$ cat src/rtl/core/cmfr_pkg.sv
// Package: types and constants for the curtain motor frame receiver
package cmfr_pkg;

  localparam int BUF_BYTES_DEFAULT = 128;
  localparam int LEN_W = 17;

  typedef enum logic [1:0] {
    REQ_RX   = 2'd0,
    REQ_STOP = 2'd1,
    REQ_MOVE = 2'd2
  } req_t;

  typedef enum logic [1:0] {
    FS_TAKEN    = 2'd0,
    FS_ACCEPTED = 2'd1,
    FS_BAD_SUM  = 2'd2,
    FS_HEADER   = 2'd3
  } frame_status_t;

  typedef enum logic [1:0] {
    MOTOR_IDLE    = 2'd0,
    MOTOR_OPENING = 2'd1,
    MOTOR_CLOSING = 2'd2
  } motor_t;

  typedef enum logic {
    DIR_OPENING = 1'b0,
    DIR_CLOSING = 1'b1
  } dir_t;

  localparam logic [7:0] HDR_FIRST   = 8'h55;
  localparam logic [7:0] HDR_SECOND  = 8'hAA;

  localparam int OFS_HDR_SECOND = 1;
  localparam int OFS_CMD     = 3;
  localparam int OFS_LEN_HI  = 4;
  localparam int OFS_LEN_LO  = 5;
  localparam int OFS_DP      = 6;
  localparam int OFS_TYPE    = 7;
  localparam int OFS_VALUE   = 10;
  localparam int OFS_POS     = 13;

  localparam logic [7:0] CMD_NET_RESET = 8'h04;
  localparam logic [7:0] CMD_STATUS    = 8'h07;

  localparam logic [7:0] DP_CTRL_HI    = 8'h65;
  localparam logic [7:0] DP_CTRL_LO    = 8'h01;
  localparam logic [7:0] DP_MOVE_HI    = 8'h66;
  localparam logic [7:0] DP_MOVE_LO    = 8'h07;
  localparam logic [7:0] DP_STOP_HI    = 8'h68;
  localparam logic [7:0] DP_STOP_LO    = 8'h03;
  localparam logic [7:0] DP_NET_RESET  = 8'h06;
  localparam logic [7:0] DP_SET_SPLIT  = 8'h10;
  localparam logic [7:0] TYPE_ENUM     = 8'h04;

  localparam logic [7:0] VAL_CLOSE = 8'd0;
  localparam logic [7:0] VAL_STOP  = 8'd1;
  localparam logic [7:0] VAL_OPEN  = 8'd2;

  localparam logic [7:0] POS_HIGH_BYTE = 8'd95;
  localparam logic [7:0] POS_LOW_BYTE  = 8'd5;
  localparam logic [6:0] POS_FULL      = 7'd100;
  localparam logic [6:0] POS_MID       = 7'd50;

  typedef struct packed {
    logic [1:0] req_type;
    logic [7:0] rx_byte;
    logic       gap_expired;
    logic [6:0] target_position;
  } item_t;

  // what a completed, checksum-correct frame carries to the motor logic
  typedef struct packed {
    logic       accepted;
    logic [7:0] cmd;
    logic       len_zero;
    logic [7:0] dp;
    logic [7:0] typ;
    logic [7:0] val;
    logic [7:0] pos;
    logic       has_value;
    logic       has_pos;
  } frame_evt_t;

endpackage

$ cat src/rtl/core/cmfr_in_stage.sv
// Input register for requests, with stall towards the sender
module cmfr_in_stage (
  input  logic             clk,
  input  logic             rst,
  input  logic             in_valid,
  output logic             in_stall,
  input  cmfr_pkg::item_t  in_item,
  input  logic             take,
  output logic             held_valid,
  output cmfr_pkg::item_t  held_item
);

  logic accept;

  assign in_stall = held_valid && !take;
  assign accept   = in_valid && !in_stall;

  always_ff @(posedge clk) begin
    if (rst) begin
      held_valid <= 1'b0;
    end else if (accept) begin
      held_valid <= 1'b1;
    end else if (take) begin
      held_valid <= 1'b0;
    end
  end

  always_ff @(posedge clk) begin
    if (accept) begin
      held_item <= in_item;
    end
  end

endmodule

$ cat src/rtl/core/cmfr_frame_parser.sv
// Byte receiver: framing, length and checksum, captured frame fields
module cmfr_frame_parser #(
  parameter int BUF_BYTES = cmfr_pkg::BUF_BYTES_DEFAULT
) (
  input  logic                       clk,
  input  logic                       rst,
  input  logic                       en,
  input  logic [7:0]                 rx_byte,
  input  logic                       gap_expired,
  output cmfr_pkg::frame_status_t    status,
  output logic                       dropped,
  output cmfr_pkg::frame_evt_t       evt
);

  localparam int CNT_W = $clog2(BUF_BYTES);
  localparam logic [CNT_W-1:0] CNT_LAST = CNT_W'(BUF_BYTES - 1);

  logic [CNT_W-1:0] count, count_next, cnt_gap, idx;
  logic [7:0] sum, sum_next;
  logic [7:0] len_hi, len_hi_next, len_lo, len_lo_next;
  logic [7:0] cmd, cmd_next, dp, dp_next, typ, typ_next;
  logic [7:0] val, val_next, posb, posb_next;
  logic [cmfr_pkg::LEN_W-1:0] end_idx;
  logic frame_end;

  always_comb begin
    count_next  = count;
    sum_next    = sum;
    len_hi_next = len_hi;
    len_lo_next = len_lo;
    cmd_next    = cmd;
    dp_next     = dp;
    typ_next    = typ;
    val_next    = val;
    posb_next   = posb;
    status      = cmfr_pkg::FS_TAKEN;
    dropped     = 1'b0;
    evt         = '0;
    frame_end   = 1'b0;
    cnt_gap     = gap_expired ? '0 : count;
    idx         = cnt_gap;
    end_idx     = '0;
    if (en) begin
      if (gap_expired && count != '0) begin
        dropped = 1'b1;
      end
      if (cnt_gap >= CNT_LAST) begin
        dropped = 1'b1;
        idx     = '0;
      end
      count_next = idx + CNT_W'(1);
      if (idx == '0) begin
        if (rx_byte != cmfr_pkg::HDR_FIRST) begin
          status     = cmfr_pkg::FS_HEADER;
          count_next = '0;
        end else begin
          sum_next = rx_byte;
        end
      end else if (idx == CNT_W'(cmfr_pkg::OFS_HDR_SECOND)) begin
        if (rx_byte != cmfr_pkg::HDR_SECOND) begin
          status     = cmfr_pkg::FS_HEADER;
          count_next = '0;
        end else begin
          sum_next = sum + rx_byte;
        end
      end else begin
        if (idx == CNT_W'(cmfr_pkg::OFS_CMD))    cmd_next    = rx_byte;
        if (idx == CNT_W'(cmfr_pkg::OFS_LEN_HI)) len_hi_next = rx_byte;
        if (idx == CNT_W'(cmfr_pkg::OFS_LEN_LO)) len_lo_next = rx_byte;
        if (idx == CNT_W'(cmfr_pkg::OFS_DP))     dp_next     = rx_byte;
        if (idx == CNT_W'(cmfr_pkg::OFS_TYPE))   typ_next    = rx_byte;
        if (idx == CNT_W'(cmfr_pkg::OFS_VALUE))  val_next    = rx_byte;
        if (idx == CNT_W'(cmfr_pkg::OFS_POS))    posb_next   = rx_byte;
        end_idx   = cmfr_pkg::LEN_W'({len_hi_next, len_lo_next})
                  + cmfr_pkg::LEN_W'(cmfr_pkg::OFS_DP);
        frame_end = (idx >= CNT_W'(cmfr_pkg::OFS_DP))
                 && (cmfr_pkg::LEN_W'(idx) == end_idx);
        if (frame_end) begin
          count_next = '0;
          if (sum == rx_byte) begin
            status       = cmfr_pkg::FS_ACCEPTED;
            evt.accepted = 1'b1;
          end else begin
            status = cmfr_pkg::FS_BAD_SUM;
          end
        end else begin
          sum_next = sum + rx_byte;
        end
      end
      evt.cmd       = cmd_next;
      evt.len_zero  = (len_hi_next == '0) && (len_lo_next == '0);
      evt.dp        = dp_next;
      evt.typ       = typ_next;
      evt.val       = val_next;
      evt.pos       = posb_next;
      evt.has_value = idx >= CNT_W'(cmfr_pkg::OFS_VALUE);
      evt.has_pos   = idx >= CNT_W'(cmfr_pkg::OFS_POS);
    end
  end

  always_ff @(posedge clk) begin
    if (rst) begin
      count  <= '0;
      sum    <= '0;
      len_hi <= '0;
      len_lo <= '0;
      cmd    <= '0;
      dp     <= '0;
      typ    <= '0;
      val    <= '0;
      posb   <= '0;
    end else begin
      count  <= count_next;
      sum    <= sum_next;
      len_hi <= len_hi_next;
      len_lo <= len_lo_next;
      cmd    <= cmd_next;
      dp     <= dp_next;
      typ    <= typ_next;
      val    <= val_next;
      posb   <= posb_next;
    end
  end

endmodule

$ cat src/rtl/core/cmfr_motor_ctrl.sv
// Motor state, direction, position and flags from frames and host requests
module cmfr_motor_ctrl (
  input  logic                  clk,
  input  logic                  rst,
  input  cmfr_pkg::frame_evt_t  evt,
  input  logic                  host_stop,
  input  logic                  host_move,
  input  logic [6:0]            target_position,
  output cmfr_pkg::motor_t      motor_next,
  output cmfr_pkg::dir_t        dir_next,
  output logic [6:0]            pos_next,
  output logic                  calib_next,
  output logic                  cmdset_next,
  output logic                  net_reset,
  output logic                  hand
);

  cmfr_pkg::motor_t motor;
  cmfr_pkg::dir_t   dir;
  logic [6:0] pos;
  logic calib, cmdset, hand_flag, hand_flag_next;
  logic [7:0] p_clamp;

  always_comb begin
    motor_next     = motor;
    dir_next       = dir;
    pos_next       = pos;
    calib_next     = calib;
    cmdset_next    = cmdset;
    hand_flag_next = hand_flag;
    net_reset      = 1'b0;
    hand           = 1'b0;
    p_clamp = (evt.pos >= cmfr_pkg::POS_HIGH_BYTE) ? 8'(cmfr_pkg::POS_FULL) : evt.pos;
    if (p_clamp <= cmfr_pkg::POS_LOW_BYTE) p_clamp = '0;
    if (evt.accepted) begin
      case (evt.cmd)
        cmfr_pkg::CMD_NET_RESET: begin
          if (evt.len_zero && evt.dp == cmfr_pkg::DP_NET_RESET) net_reset = 1'b1;
        end
        cmfr_pkg::CMD_STATUS: begin
          case (evt.dp)
            cmfr_pkg::DP_CTRL_HI, cmfr_pkg::DP_CTRL_LO: begin
              if (evt.typ == cmfr_pkg::TYPE_ENUM) begin
                cmdset_next = !(evt.dp > cmfr_pkg::DP_SET_SPLIT);
                case (evt.val)
                  cmfr_pkg::VAL_CLOSE: begin
                    motor_next = cmfr_pkg::MOTOR_CLOSING;
                    dir_next   = cmfr_pkg::DIR_CLOSING;
                  end
                  cmfr_pkg::VAL_STOP: begin
                    motor_next = cmfr_pkg::MOTOR_IDLE;
                  end
                  cmfr_pkg::VAL_OPEN: begin
                    motor_next = cmfr_pkg::MOTOR_OPENING;
                    dir_next   = cmfr_pkg::DIR_OPENING;
                  end
                  default: ;
                endcase
              end
            end
            cmfr_pkg::DP_MOVE_HI, cmfr_pkg::DP_MOVE_LO: begin
              if (cmdset && evt.has_value) begin
                dir_next = (evt.val == cmfr_pkg::VAL_STOP) ? cmfr_pkg::DIR_OPENING
                                                           : cmfr_pkg::DIR_CLOSING;
              end
              motor_next = (dir_next == cmfr_pkg::DIR_OPENING) ? cmfr_pkg::MOTOR_OPENING
                                                               : cmfr_pkg::MOTOR_CLOSING;
              if (evt.has_pos) begin
                pos_next = p_clamp[6:0];
                if (p_clamp[6:0] != cmfr_pkg::POS_MID) calib_next = 1'b1;
              end
              hand = hand_flag;
            end
            cmfr_pkg::DP_STOP_HI, cmfr_pkg::DP_STOP_LO: begin
              motor_next = cmfr_pkg::MOTOR_IDLE;
              if (evt.has_pos) begin
                pos_next = p_clamp[6:0];
                if (p_clamp[6:0] != cmfr_pkg::POS_MID) calib_next = 1'b1;
              end
              hand_flag_next = 1'b1;
            end
            default: ;
          endcase
        end
        default: ;
      endcase
    end
    if (host_stop) hand_flag_next = 1'b0;
    if (host_move) begin
      hand_flag_next = 1'b0;
      if (target_position < pos) begin
        dir_next = cmfr_pkg::DIR_OPENING;
      end else if (target_position > pos) begin
        dir_next = cmfr_pkg::DIR_CLOSING;
      end
    end
  end

  always_ff @(posedge clk) begin
    if (rst) begin
      motor     <= cmfr_pkg::MOTOR_IDLE;
      dir       <= cmfr_pkg::DIR_CLOSING;
      pos       <= '0;
      calib     <= 1'b0;
      cmdset    <= 1'b0;
      hand_flag <= 1'b0;
    end else begin
      motor     <= motor_next;
      dir       <= dir_next;
      pos       <= pos_next;
      calib     <= calib_next;
      cmdset    <= cmdset_next;
      hand_flag <= hand_flag_next;
    end
  end

endmodule

$ cat src/rtl/core/curtain_motor_frame_receiver_unit.sv
// Top level: curtain motor serial frame receiver
//
//  channel  handshake            payload
//  in       in_valid / in_stall  req_type rx_byte gap_expired target_position
//  out      out_valid/ out_stall frame_status dropped_partial motor_state direction
//                                position calibrated command_set network_reset
//                                hand_activity
//
// One request a cycle while the result register is not stalled; a result passes the input
// register, then the result register, before it is on the outputs.
// State is updated between the two registers, as the result register is loaded.
// rst is synchronous; it empties both registers and clears the receiver.
// A held result stalls processing; the input register still takes one request.
module curtain_motor_frame_receiver_unit #(
  parameter int BUF_BYTES = cmfr_pkg::BUF_BYTES_DEFAULT
) (
  input  logic       clk,
  input  logic       rst,
  input  logic       in_valid,
  output logic       in_stall,
  input  logic [1:0] req_type,
  input  logic [7:0] rx_byte,
  input  logic       gap_expired,
  input  logic [6:0] target_position,
  output logic       out_valid,
  input  logic       out_stall,
  output logic [1:0] frame_status,
  output logic       dropped_partial,
  output logic [1:0] motor_state,
  output logic       direction,
  output logic [6:0] position,
  output logic       calibrated,
  output logic       command_set,
  output logic       network_reset,
  output logic       hand_activity
);

  cmfr_pkg::item_t in_item, item;
  logic item_valid, room, proc, rx_en, host_stop, host_move;
  cmfr_pkg::frame_status_t status;
  logic dropped;
  cmfr_pkg::frame_evt_t evt;
  cmfr_pkg::motor_t motor_next;
  cmfr_pkg::dir_t dir_next;
  logic [6:0] pos_next;
  logic calib_next, cmdset_next, net_reset, hand;

  assign in_item = '{req_type: req_type, rx_byte: rx_byte,
                     gap_expired: gap_expired, target_position: target_position};

  assign room      = !out_valid || !out_stall;
  assign proc      = item_valid && room;
  assign rx_en     = proc && (item.req_type == cmfr_pkg::REQ_RX);
  assign host_stop = proc && (item.req_type == cmfr_pkg::REQ_STOP);
  assign host_move = proc && (item.req_type == cmfr_pkg::REQ_MOVE);

  cmfr_in_stage u_in (
    .clk        (clk),
    .rst        (rst),
    .in_valid   (in_valid),
    .in_stall   (in_stall),
    .in_item    (in_item),
    .take       (room),
    .held_valid (item_valid),
    .held_item  (item)
  );

  cmfr_frame_parser #(
    .BUF_BYTES (BUF_BYTES)
  ) u_parser (
    .clk         (clk),
    .rst         (rst),
    .en          (rx_en),
    .rx_byte     (item.rx_byte),
    .gap_expired (item.gap_expired),
    .status      (status),
    .dropped     (dropped),
    .evt         (evt)
  );

  cmfr_motor_ctrl u_motor (
    .clk             (clk),
    .rst             (rst),
    .evt             (evt),
    .host_stop       (host_stop),
    .host_move       (host_move),
    .target_position (item.target_position),
    .motor_next      (motor_next),
    .dir_next        (dir_next),
    .pos_next        (pos_next),
    .calib_next      (calib_next),
    .cmdset_next     (cmdset_next),
    .net_reset       (net_reset),
    .hand            (hand)
  );

  always_ff @(posedge clk) begin
    if (rst) begin
      out_valid <= 1'b0;
    end else if (room) begin
      out_valid <= proc;
    end
  end

  always_ff @(posedge clk) begin
    if (proc) begin
      frame_status    <= status;
      dropped_partial <= dropped;
      motor_state     <= motor_next;
      direction       <= dir_next;
      position        <= pos_next;
      calibrated      <= calib_next;
      command_set     <= cmdset_next;
      network_reset   <= net_reset;
      hand_activity   <= hand;
    end
  end

endmodule

$ cat config.mk
export PLATFORM = sky130hd
export DESIGN_NAME = curtain_motor_frame_receiver_unit
export DESIGN_NICKNAME = d
export VERILOG_FILES = /design/src/rtl/core/cmfr_pkg.sv /design/src/rtl/core/cmfr_in_stage.sv /design/src/rtl/core/cmfr_frame_parser.sv /design/src/rtl/core/cmfr_motor_ctrl.sv /design/src/rtl/core/curtain_motor_frame_receiver_unit.sv
export SDC_FILE = /design/constraint.sdc
export NUM_CORES = 1
export LEC_CHECK = 0
export BUFFER_PORTS_ARGS = -buffer_cell sky130_fd_sc_hd__buf_4
export CORE_MARGIN = 10
export CORE_UTILIZATION = 67
export DETAILED_ROUTE_END_ITERATION = 8
export MAX_ROUTING_LAYER = met4
export PLACE_DENSITY = 0.84
export SLEW_MARGIN = 5
export SYNTH_ARGS = -nofsm -noshare
export SYNTH_HDL_FRONTEND = slang
export SYNTH_HIERARCHICAL = 1
export SYNTH_SLANG_ARGS = --single-unit
$ cat constraint.sdc
create_clock -name clk -period 15.5 [get_ports clk]
set_input_delay 2.325 -clock clk [delete_from_list [all_inputs] [get_ports clk]]
set_output_delay 2.325 -clock clk [all_outputs]
set_load 0.1 [all_outputs]
## Yosys cells after proc, flatten, opt, wreduce, memory -nomap -nowiden

Index checks and enable logic that the tools add are counted.

- Memories kept: 0
- Word-level logic and storage cells: 197
- Input bits: 22
- Bits in latches: 0
- Bits in registers: 121
- RAM bits: 0
- Memory bits (read-only): 0

- Bitwise operators: 0
- Add/sub/neg operators: 3
- Reductions and logical operators: 33
- Magnitude comparators: 9
- Equality and inequality tests: 30
- Shifts and indexed selects: 0
- Div/mod/pow operators: 0
- Multiply operators: 0
- Muxes and demuxes: 92

Operators by type and width:

| kind | number |
|---|---|
| $mux W8 | 35 |
| $mux W7 | 13 |
| $mux W44 | 1 |
| $eq A8 B3 Y1 const B | 5 |
| $mux W1 | 29 |
| $eq A7 B3 Y1 const B | 4 |
| $eq A8 B7 Y1 const B | 3 |
| $logic_not A8 Y1 | 3 |
| $mux W2 | 10 |
| $add A16 B3 Y17 const B | 1 |
| $eq A7 B17 Y1 | 1 |
| $eq A8 B1 Y1 const B | 2 |
| $eq A8 B2 Y1 const B | 2 |
| $eq A7 B4 Y1 const B | 2 |
| $ge A7 B4 Y1 const B | 2 |
| $pmux W2 S3 | 2 |
| $logic_and A1 B1 Y1 | 11 |
| $add A8 B8 Y8 | 1 |
| $eq A8 B8 Y1 | 1 |
| $ge A8 B7 Y1 const B | 1 |
| $gt A8 B5 Y1 const B | 1 |
| $le A8 B3 Y1 const B | 1 |
| $ne A8 B7 Y1 const B | 1 |
| $ne A8 B8 Y1 const B | 1 |
| 26 further kinds | 34 |

## Longest topological paths before layout

Gate-level depths: netlist of the first run.

- Depth after elaboration: 29
- Depth in mapped cells: 26
- Gate-level depth less buffers: 21

## Modules after synthesis

The synthesis of the first run kept the hierarchy.

By module, submodules not included:

| module | area each (um^2) | times used | cells each | seq. area each (um^2) |
|---|---|---|---|---|
| cmfr_frame_parser | 5083.6 | 1 | 695 | 1421.4 |
| cmfr_motor_ctrl | 1247.4 | 1 | 161 | 260.2 |
| curtain_motor_frame_receiver_unit | 593.1 | 1 | 26 | 530.5 |
| cmfr_in_stage | 590.6 | 1 | 22 | 560.5 |

## Worst setup path before layout of the first run

Ideal clock, no wire load.

- Kind: input port to output port
- Start point: in out_stall
- End point: out in_stall
- Data arrival time: 2.971 ns
- Slack: 10.204 ns
- Path buffers: 0
- Cell stages on the path: 2
- Cells stage by stage: nand2_1 -> nor2b_4

- Longest elaborated chain between the ends: 4

Ends and longest elaborated chain:

| item | line | text |
|---|---|---|
| start: declaration | curtain_motor_frame_receiver_unit.sv:26 | `input logic out_stall,` |
| $logic_not A1 Y1 | curtain_motor_frame_receiver_unit.sv:51 | `assign room = !out_valid \|\| !out_stall;` |
| $logic_or A1 B1 Y1 | curtain_motor_frame_receiver_unit.sv:51 |  |
| $logic_not A1 Y1 | cmfr_in_stage.sv:15 | `assign in_stall = held_valid && !take;` |
| $logic_and A1 B1 Y1 | cmfr_in_stage.sv:15 |  |
| end: declaration | curtain_motor_frame_receiver_unit.sv:20 | `output logic in_stall,` |

No other way between the ends.

==> results of run 1 <==
## logic make-up (layout without fill, tap and decap cells)
logic type	after synthesis	in the layout	share of synthesized area
multiplexers	55	55	0.0736
XOR/XNOR	9	9	0.0142
adder cells (fa/ha/maj)	19	19	0.0326
flip-flops	121	121	0.369
buffers and inverters	92	111	0.0518
AND/OR/NAND/NOR	390	390	0.270
AO/OA/AOI/OAI	218	218	0.189
## metrics by stage
stage	setup WS (ns)	area [sq um]	hold WS [ns]	util
floorplan	10.20	7510	0.432	-
global placement	9.39	7800	0.443	0.716
detailed placement	9.19	7800	0.446	0.716
CTS	9.44	8390	0.454	0.771
global route	8.89	8390	0.476	0.771
finish	9.31	8390	0.454	0.771
## final timing paths
| path | start | endpoint |
|---|---|---|
| max reg2reg | u_parser/count[2] | position[5] |
| max | u_parser/count[2] | position[5] |
| min | u_parser/posb[1] | u_parser/posb[1] |
| min reg2reg | u_parser/posb[1] | u_parser/posb[1] |
## registers in the layout, indices dropped and copies added, names as in the netlist, 2 cells and up
register         cells
u_parser/typ         8
u_parser/len_lo      8
u_parser/count       7
u_parser/val         8
frame_status         2
motor_state          2
position             7
u_parser/posb        8
u_parser/len_hi      8
u_motor/motor        2
u_parser/dp          8
u_motor/pos          7
u_in/held_item      18
u_parser/cmd         8
u_parser/sum         8
## cells in the final DEF (no fill, tap or decap), drive strengths merged, types with 7 or more instances in the layout
| master | n |
|---|---|
| buf | 51 |
| a211oi | 9 |
| clkinv | 8 |
| mux2i | 53 |
| nand2 | 106 |
| a21oi | 102 |
| nor4 | 16 |
| dfxtp | 86 |
| ha | 18 |
| nand2b | 7 |
| nor2b | 7 |
| nand3 | 52 |
| nor4b | 8 |
| nor2 | 100 |
| nor3 | 24 |
| o21ai | 23 |
| a311oi | 10 |
| clkbuf | 23 |
| and2 | 10 |
| nor3b | 7 |
| edfxtp | 35 |
| inv | 28 |
| nand4 | 14 |
| o211ai | 10 |
| and3 | 8 |
## worst min-delay path, delay by kind of cell (launching register included)
kind            cells  cell delay (ns)
compound gates      1             0.05
simple gates        1             0.05
flops               1             0.30
## routing by layer
metal	routed length, microns	part of all wire
met5	0	0
met4	478	0.023
met3	1920	0.091
met2	9810	0.47
met1	8750	0.42
## report_power, final
part,switching (mW),internal [mW],total [mW]
combinational,0.0477,0.0165,0.0642
sequential,0.00466,0.332,0.336
clock,0.144,0.245,0.389
## layout make-up
type,count,area (sq um)
well taps,140,175
fillers,778,2500
inverters,28,105
clock inverters,9,82.6
clock buffers,23,510
flip-flops and latches,121,2770
multi-input cells,691,4360
repair buffers,51,383
==> results_dict.tcl, run 1 <==
set metrics [dict create \
    outcome "finished, final reports clean" \
    final_cells 1063 \
    grt-ovfl-total 0 \
    dr.pass1.iters 5 \
    clk_latency_ns 0.55 \
    crit_buf_inv 0 \
    antenna_found_initial 0 \
    cp-end-kind "flop" \
    ys_types 82 \
    dieArea_sq_um 15900 \
    drtIter0Drc 826 \
    period_share 0.399 \
    grt_pass1_vias 6640 \
    worst_slew_pin_slew_ns 1.05 \
    drcViolationCount 0 \
    yosysMostFrequentCell "nand2_1" \
    ys_warn_count 6 \
    h-tree-depth 4 \
    hold_violations 0 \
    setup_viol 0 \
    max_slew_margin 0.297 \
    cpLargestDelayFamily "simple AND/OR/NAND/NOR gates" \
    totalNegativeSetupSlack_ns 0 \
    met1_usage 0.330 \
    hpwl_microns 14000 \
    synth_top_area_frac 0.229 \
    cts_root_buf "clkbuf_8" \
    synth_nets 945 \
    path_cells "and2_1 -> a311oi_1 -> ha_1 -> nand3b_1 -> nor2_8 -> mux2i_1 -> ha_1 -> nand4_1 -> o2bb2ai_1 -> o22ai_1 -> nand2_1 -> mux2i_1 -> nor2_1 -> nand4_1 -> nor3_1 -> nand2_1 -> nor4_4 -> nand2_1 -> nor4b_1 -> nor2_1" \
    cp.arrival_ns 6.46 \
    ys_async_sr_fraction 0 \
    cp_data_required_time_ns 15.78 \
    worst-r2r-cell-count 20 \
    cts_buffers 17 \
    maxCapViolCount 0 \
    reg2reg_slack_ns 9.31 \
    vias_per_cell 6.71 \
    synth_area_leaders "dfxtp_1 23%, edfxtp_1 14%, mux2i_1 7.1%, a21oi_1 6.8%, nand2_1 5.3%" \
    vias 7138 \
    met3_usage 0.0617 \
    use_met2 0.398 \
    cp_num_cells 20 \
    yosysTopAreaCell "dfxtp_1" \
    power_mw 0.790 \
    grt_busiest_layer "met2" \
    wl_microns 21000 \
    skew_ns 0.0168 \
    cp-start-kind "flop" \
    critical_path.most_common_cell "nand2_1" \
    place_inst 1031 \
    grt_max_degree 88 \
    die_w_microns 126 \
    area_delta_synth_final_pct 11.6 \
    final_max_slew_viol_count 0 \
    nets 951 \
    synthTopCellsByCount "106 x nand2_1, 102 x a21oi_1, 99 x nor2_1, 86 x dfxtp_1, 53 x mux2i_1" \
    core_region_area_sq_um 10900 \
    antenna_cells 0 \
    gp_congestion 1.01 \
    numPortBuffers 40 \
    fmax_mhz 162 \
    num_rows 38 \
    hp-class "flop to flop" \
    clk_pin_slew_ns 0.06 \
    initial_core_util 0.690 \
    powerDensity_nw_per_um2 94.1 \
    period_minus_slack_ns 6.19 \
    critPathSlowestCell "a311oi_1" \
    syn_inst 904 \
    cts_tree "yes" \
    ys.flop_type "dfxtp_1" \
    p_leak_nw 2.92 \
    avgSynthCellArea_sq_um 8.31 \
    max_stage_delay_ns 0.62 \
    track_usage 0.262 \
    critPathMaxFanout 14 \
    ant_nets 0 \
    hold_buffers 0 \
    grt_pass1_wl_microns 33700 \
    die_h_microns 126 \
    clock_sinks 121 \
    synth_edf_count 35 \
    cts_resized 0 \
    whs_path_depth 2 \
    cts_buffer_depth 2 \
    synth_area_sq_um 7510 \
    path_class "flop to flop" \
    rsz0062_at_grt "no" \
    yosys_register_bits 121 \
    peakVddDrop_mv 0.0923 \
    cts_setup_buffers 0 \
    num_io_pins 41 \
    wl_per_cell_microns 19.7 \
    yosysSeqAreaShare 0.369 \
    post_route_cells_drive_above_1_share 0.117 \
]
Note: power is estimated with default switching activity, not from simulation.
==> run 2: changes to the inputs <==
--- a/config.mk
+++ b/config.mk
@@ -5,12 +5,13 @@
 export SDC_FILE = /design/constraint.sdc
 export NUM_CORES = 1
 export LEC_CHECK = 0
+export ABC_AREA = 1
 export BUFFER_PORTS_ARGS = -buffer_cell sky130_fd_sc_hd__buf_4
 export CORE_MARGIN = 10
-export CORE_UTILIZATION = 67
+export CORE_UTILIZATION = 62
 export DETAILED_ROUTE_END_ITERATION = 8
 export MAX_ROUTING_LAYER = met4
-export PLACE_DENSITY = 0.84
+export PLACE_DENSITY = 0.79
 export SLEW_MARGIN = 5
 export SYNTH_ARGS = -nofsm -noshare
 export SYNTH_HDL_FRONTEND = slang
==> constraint.sdc (replaced) <==
create_clock -name clk -period 6.2 [get_ports clk]
set_input_delay 0.93 -clock clk [delete_from_list [all_inputs] [get_ports clk]]
set_output_delay 0.93 -clock clk [all_outputs]
set_load 0.1 [all_outputs]
==> results_dict.tcl, run 2 <==
set metrics [dict create \
    outcome "finished, final reports clean" \
    synth_area_sq_um 7820 \
    regMostFlops "u_in/held_item" \
    clock_sinks 121 \
    worst_slew_pin_slew_ns 0.872 \
    avgSynthCellArea_sq_um 6.88 \
    numPortBuffers 40 \
    drcViolationCount 0 \
    cts_tree "yes" \
    antenna_found_initial 0 \
    grt_pass1_wl_microns 32600 \
    seq_area_sq_um 2770 \
    vias 7429 \
    yosysSeqAreaShare 0.354 \
    syn_inst 1137 \
    vias_per_cell 5.54 \
    cts_root_buf "clkbuf_16" \
    critPathMaxFanout 10 \
    drtIter0Drc 747 \
    rsz0062_at_grt "no" \
    period_minus_slack_ns 4.81 \
    grt_max_degree 62 \
    ys.flop_type "dfxtp_1" \
    max_slew_margin 0.414 \
    synth_nets 1178 \
    largest_register_ffs 18 \
    gp_congestion 1.00 \
    synth_area_leaders "dfxtp_1 22%, edfxtp_1 13%, nand2_1 12%, inv_1 8.3%, nor2_1 6.8%" \
    cp-start-kind "flop" \
    cts_resized 0 \
    antenna_cells 0 \
    ys_types 51 \
    dr.pass1.iters 5 \
    synth_top_area_frac 0.220 \
    track_usage 0.230 \
    fillCellCount 1013 \
    core_region_area_sq_um 12200 \
    critical_path.most_common_cell "nor2_1" \
    clk_pin_slew_ns 0.06 \
    synth_edf_count 35 \
    dieArea_sq_um 17500 \
    h-tree-depth 4 \
    final_common_cell "nand2_1" \
    cp-end-kind "flop" \
    synthTopCellsByCount "250 x nand2_1, 172 x inv_1, 142 x nor2_1, 86 x dfxtp_1, 69 x a21oi_1" \
    yosysTopAreaCell "dfxtp_1" \
    clk_latency_ns 0.42 \
    num_rows 40 \
    cts_buffers 17 \
    ys_async_sr_fraction 0 \
    yosysMostFrequentCell "nand2_1" \
    fin_util 0.727 \
    yosys_register_bits 121 \
    p_leak_nw 4.08 \
    fmax_mhz 208 \
    critPathSlowestCell "edfxtp_1" \
    maxCapViolCount 0 \
    max_stage_delay_ns 0.48 \
    nets 1201 \
    initial_core_util 0.643 \
    path_class "flop to flop" \
    ys_warn_count 6 \
    powerDensity_nw_per_um2 239 \
    cts_setup_buffers 0 \
    hpwl_microns 14000 \
    setup_viol 0 \
    period_share 0.775 \
    totalNegativeSetupSlack_ns 0 \
    die_w_microns 132 \
    skew_ns 0.00813 \
    final_cell_mix "250 x nand2_1, 171 x inv_1, 141 x nor2_1" \
    hp-class "flop to flop" \
    multi_input_area_sq_um 4150 \
    final_max_slew_viol_count 0 \
    area_delta_synth_final_pct 13.0 \
    die_h_microns 132 \
    post_route_cells_drive_above_1_share 0.159 \
    grt-ovfl-total 0 \
    cp_data_required_time_ns 6.38 \
    wl_per_cell_microns 14.9 \
    ant_nets 0 \
    cp.arrival_ns 4.98 \
    hold_buffers 0 \
    grt_pass1_vias 6769 \
    peakVddDrop_mv 0.236 \
    wl_microns 20000 \
    num_io_pins 41 \
    hold_violations 0 \
    cts_buffer_depth 2 \
]
run 2: changes by cell type in the layout (fill, tap and decap cells not counted), moves of 16 or more:
cell | before | now
inv_1 | 27 | 171
mux2i_1 | 53 | 0
o211ai_1 | 10 | 29
nor2_1 | 99 | 141
nand4_1 | 14 | 30
a21oi_1 | 102 | 69
nor2_2 | 0 | 28
nand2_2 | 0 | 26
nand2_1 | 106 | 250
run 2: stage by stage:
stage | instance area [sq um] | hold WS, ns | power (mW) | cells | worst slack [ns]
finish | 8840 | 0.460 | 2.12 | 1341 | 1.39
global route | 8840 | 0.482 | 2.18 | 1341 | 0.887
CTS | 8840 | 0.461 | 2.13 | 1341 | 1.44
detailed placement | 8170 | 0.453 | 1.01 | 1309 | 1.49
global placement | 8170 | 0.447 | 1.01 | 1309 | 1.63
floorplan | 7820 | 0.439 | 0.961 | 1137 | 2.04
run 2: final timing paths:
check / startpoint / to / slack [ns] / depth (start not counted)
hold reg to reg: u_parser/typ[3] / u_parser/typ[3] / 0.46 / 2
setup / recovery: u_in/held_item[7] / position[0] / 1.39 / 33
hold / removal: u_parser/typ[3] / u_parser/typ[3] / 0.46 / 2
setup reg to reg: u_in/held_item[7] / position[0] / 1.39 / 33
run 2: cells by family after synthesis:
kind of cell,after synthesis,share of synthesized area
flip-flops,121,0.354
buffers and inverters,226,0.116
AND/OR/NAND/NOR,600,0.362
AO/OA/AOI/OAI,160,0.124
XOR/XNOR,11,0.0123
adder cells (fa/ha/maj),19,0.0314
run 2: power by group:
| group | switching, mW | internal, mW | total (mW) |
|---|---|---|---|
| Clock | 0.356 | 0.765 | 1.12 |
| Sequential | 0.0211 | 0.831 | 0.852 |
| Combinational | 0.105 | 0.0372 | 0.142 |
| Total | 0.482 | 1.63 | 2.12 |
run 2: layout make-up:
class,instances,area share
flip-flops and latches,121,0.314
clock inverters,11,0.0246
well taps,168,0.0238
clock buffers,21,0.0510
repair buffers,43,0.0365
multi-input cells,790,0.470
inverters,187,0.0805
run 2: layer usage:
metal	GRT usage	wire length (microns)	share of wire	vias up
met5	-	0	0	-
met4	0.0758	414	0.021	0
met3	0.0442	1450	0.073	39
met2	0.354	9210	0.46	301
met1	0.298	8940	0.45	3379
li1	-	-	-	3710
run 2: worst max-delay path, delay by kind of cell (launching register included):
kind	cells	cell delay [ns]
simple gates	24	2.83
buf+inv	6	0.56
xor+xnor	1	0.16
fa+ha+maj	2	0.54
flops	1	0.48
==> run 3: changes to the inputs <==
==> constraint.sdc (replaced) <==
create_clock -name clk -period 4.45 [get_ports clk]
set_input_delay 0.6675 -clock clk [delete_from_list [all_inputs] [get_ports clk]]
set_output_delay 0.6675 -clock clk [all_outputs]
set_load 0.1 [all_outputs]
==> results_dict.tcl, run 3 (same netlist as run 2, synthesis figures left out) <==
set metrics [dict create \
    min_from "rx_byte[7]" \
    largest_register_ffs 18 \
    vias 7554 \
    initial_core_util 0.643 \
    clock_sinks 121 \
    grt-ovfl-total 0 \
    clkPwrFrac 0.512 \
    hpwl_microns 14800 \
    dieArea_sq_um 17500 \
    wl_per_cell_microns 15.5 \
    gp_congestion 0.991 \
    worst-r2r-cell-count 31 \
    antenna_cells 0 \
    critPathMaxFanout 7 \
    cts_buffer_depth 2 \
    hold_violations 0 \
    nets 1230 \
    reg2reg_slack_ns 0.22 \
    r2r-start "u_in/held_item[7]" \
    wl_microns 21300 \
    cts_buffers 17 \
    place_worst_setup_slack_ns 0.0862 \
    critPathSlowestCell "edfxtp_1" \
    post_route_cells_drive_above_1_share 0.194 \
    cpLargestDelayFamily "simple AND/OR/NAND/NOR gates" \
    powerDensity_nw_per_um2 314 \
    final_cell_mix "246 x nand2_1, 169 x inv_1, 135 x nor2_1" \
    vias_per_cell 5.51 \
    cts_root_buf "clkbuf_16" \
    grt_pass1_wl_microns 34600 \
    max_stage_delay_ns 0.48 \
    die_w_microns 132 \
    h-tree-depth 4 \
    critical_path.most_common_cell "nor2_2" \
    drcViolationCount 0 \
    outcome "finished, final reports clean" \
    cp_data_required_time_ns 4.63 \
    r2r_end "position[1]" \
    swShare 0.247 \
    fmax_mhz 236 \
    track_usage 0.245 \
    maxCapViolCount 0 \
    clk_latency_ns 0.43 \
    core_region_area_sq_um 12200 \
    period_minus_slack_ns 4.23 \
    cp.arrival_ns 4.42 \
    antenna_found_initial 0 \
    cp-start-kind "flop" \
    area_delta_synth_final_pct 16.5 \
    clk_pin_slew_ns 0.06 \
    dr.pass1.iters 5 \
    die_h_microns 132 \
    cts_tree "yes" \
    grt_pass1_vias 7030 \
    final_common_cell "nand2_1" \
    pwr-share-comb 0.074 \
    setup_viol 0 \
    numPortBuffers 40 \
    worst_slew_pin_slew_ns 0.850 \
    drtIter0Drc 788 \
    grt_max_degree 62 \
    whs_path_depth 1 \
    period_share 0.951 \
    crit_buf_inv 8 \
    path_class "flop to flop" \
    num_rows 40 \
    p_leak_nw 4.21 \
    num_io_pins 41 \
    hp-class "primary input to flop" \
    hold_buffers 0 \
    fin_util 0.749 \
    intPower_mw 2.16 \
    regMostFlops "u_in/held_item" \
    peakVddDrop_mv 0.337 \
    p_switching_mw 0.706 \
    max_slew_margin 0.433 \
    skew_ns 0.00720 \
    cp-end-kind "flop" \
    hold-path-endpoint "u_in/held_item[15]" \
    ant_nets 0 \
    seqPwrFrac 0.414 \
    final_max_slew_viol_count 0 \
    worst_slack_ns 0.219 \
]
## run 3: cell count changes in the layout (fill, tap and decap cells not counted), sizes merged
cell / change
buf: +29
bufinv: -2
clkinvlp: -1
inv: +1
clkinv: +5
clkbuf: -3
## run 3: repair_timing
item	in CTS	in global routing
resized for setup	0	22
setup endpoints to repair	0	24
buffers inserted	0	11
## run 3: cell type report
class                      count  area [sq um]
sequential                   121          2770
multi-input combinational    790          4240
fill                         990          3050
clock buffer                  18           429
tap                          168           210
inverter                     187           712
clock inverter                14           196
timing repair buffer          72           553
## run 3: through the flow
stage          instance area, sq um  cells  power (mW)  setup TNS [ns]  hold slack, ns
2_1_floorplan                  7820   1137        1.34               0           0.439
3_3_place_gp                   8310   1327        1.41               0           0.447
3_5_place_dp                   8310   1327        1.41               0           0.454
4_1_cts                        8930   1359        2.86               0           0.405
5_1_grt                        9110   1370        2.95          -0.224           0.399
6_report                       9110   1370        2.86               0           0.415
## run 3: power groups by stage
stage | combinational, mW | clock, mW | sequential (mW)
after CTS | 0.204 | 1.48 | 1.18
final | 0.212 | 1.47 | 1.18
after global placement | 0.200 | 0 | 1.21
after floorplan | 0.0991 | 0 | 1.24
after detailed placement | 0.203 | 0 | 1.21
after global routing | 0.229 | 1.54 | 1.18
## run 3: layer usage
metal,GRT usage,part of all wire
met3,0.0484,0.069
met4,0.0733,0.014
met2,0.384,0.47
met1,0.314,0.45
met5,-,0
## run 3: worst max path at each step
stage	endpoint	depth (start not counted)	slack, ns	startpoint
after floorplan	position[1]	34	0.29	u_in/held_item[7]
after global placement	position[0]	33	0.17	u_in/held_item[7]
after detailed placement	position[1]	33	0.09	u_in/held_item[7]
after CTS	position[6]	31	0.05	u_in/held_item[7]
after global routing	position[1]	33	-0.05	u_in/held_item[7]
final	position[1]	31	0.22	u_in/held_item[7]
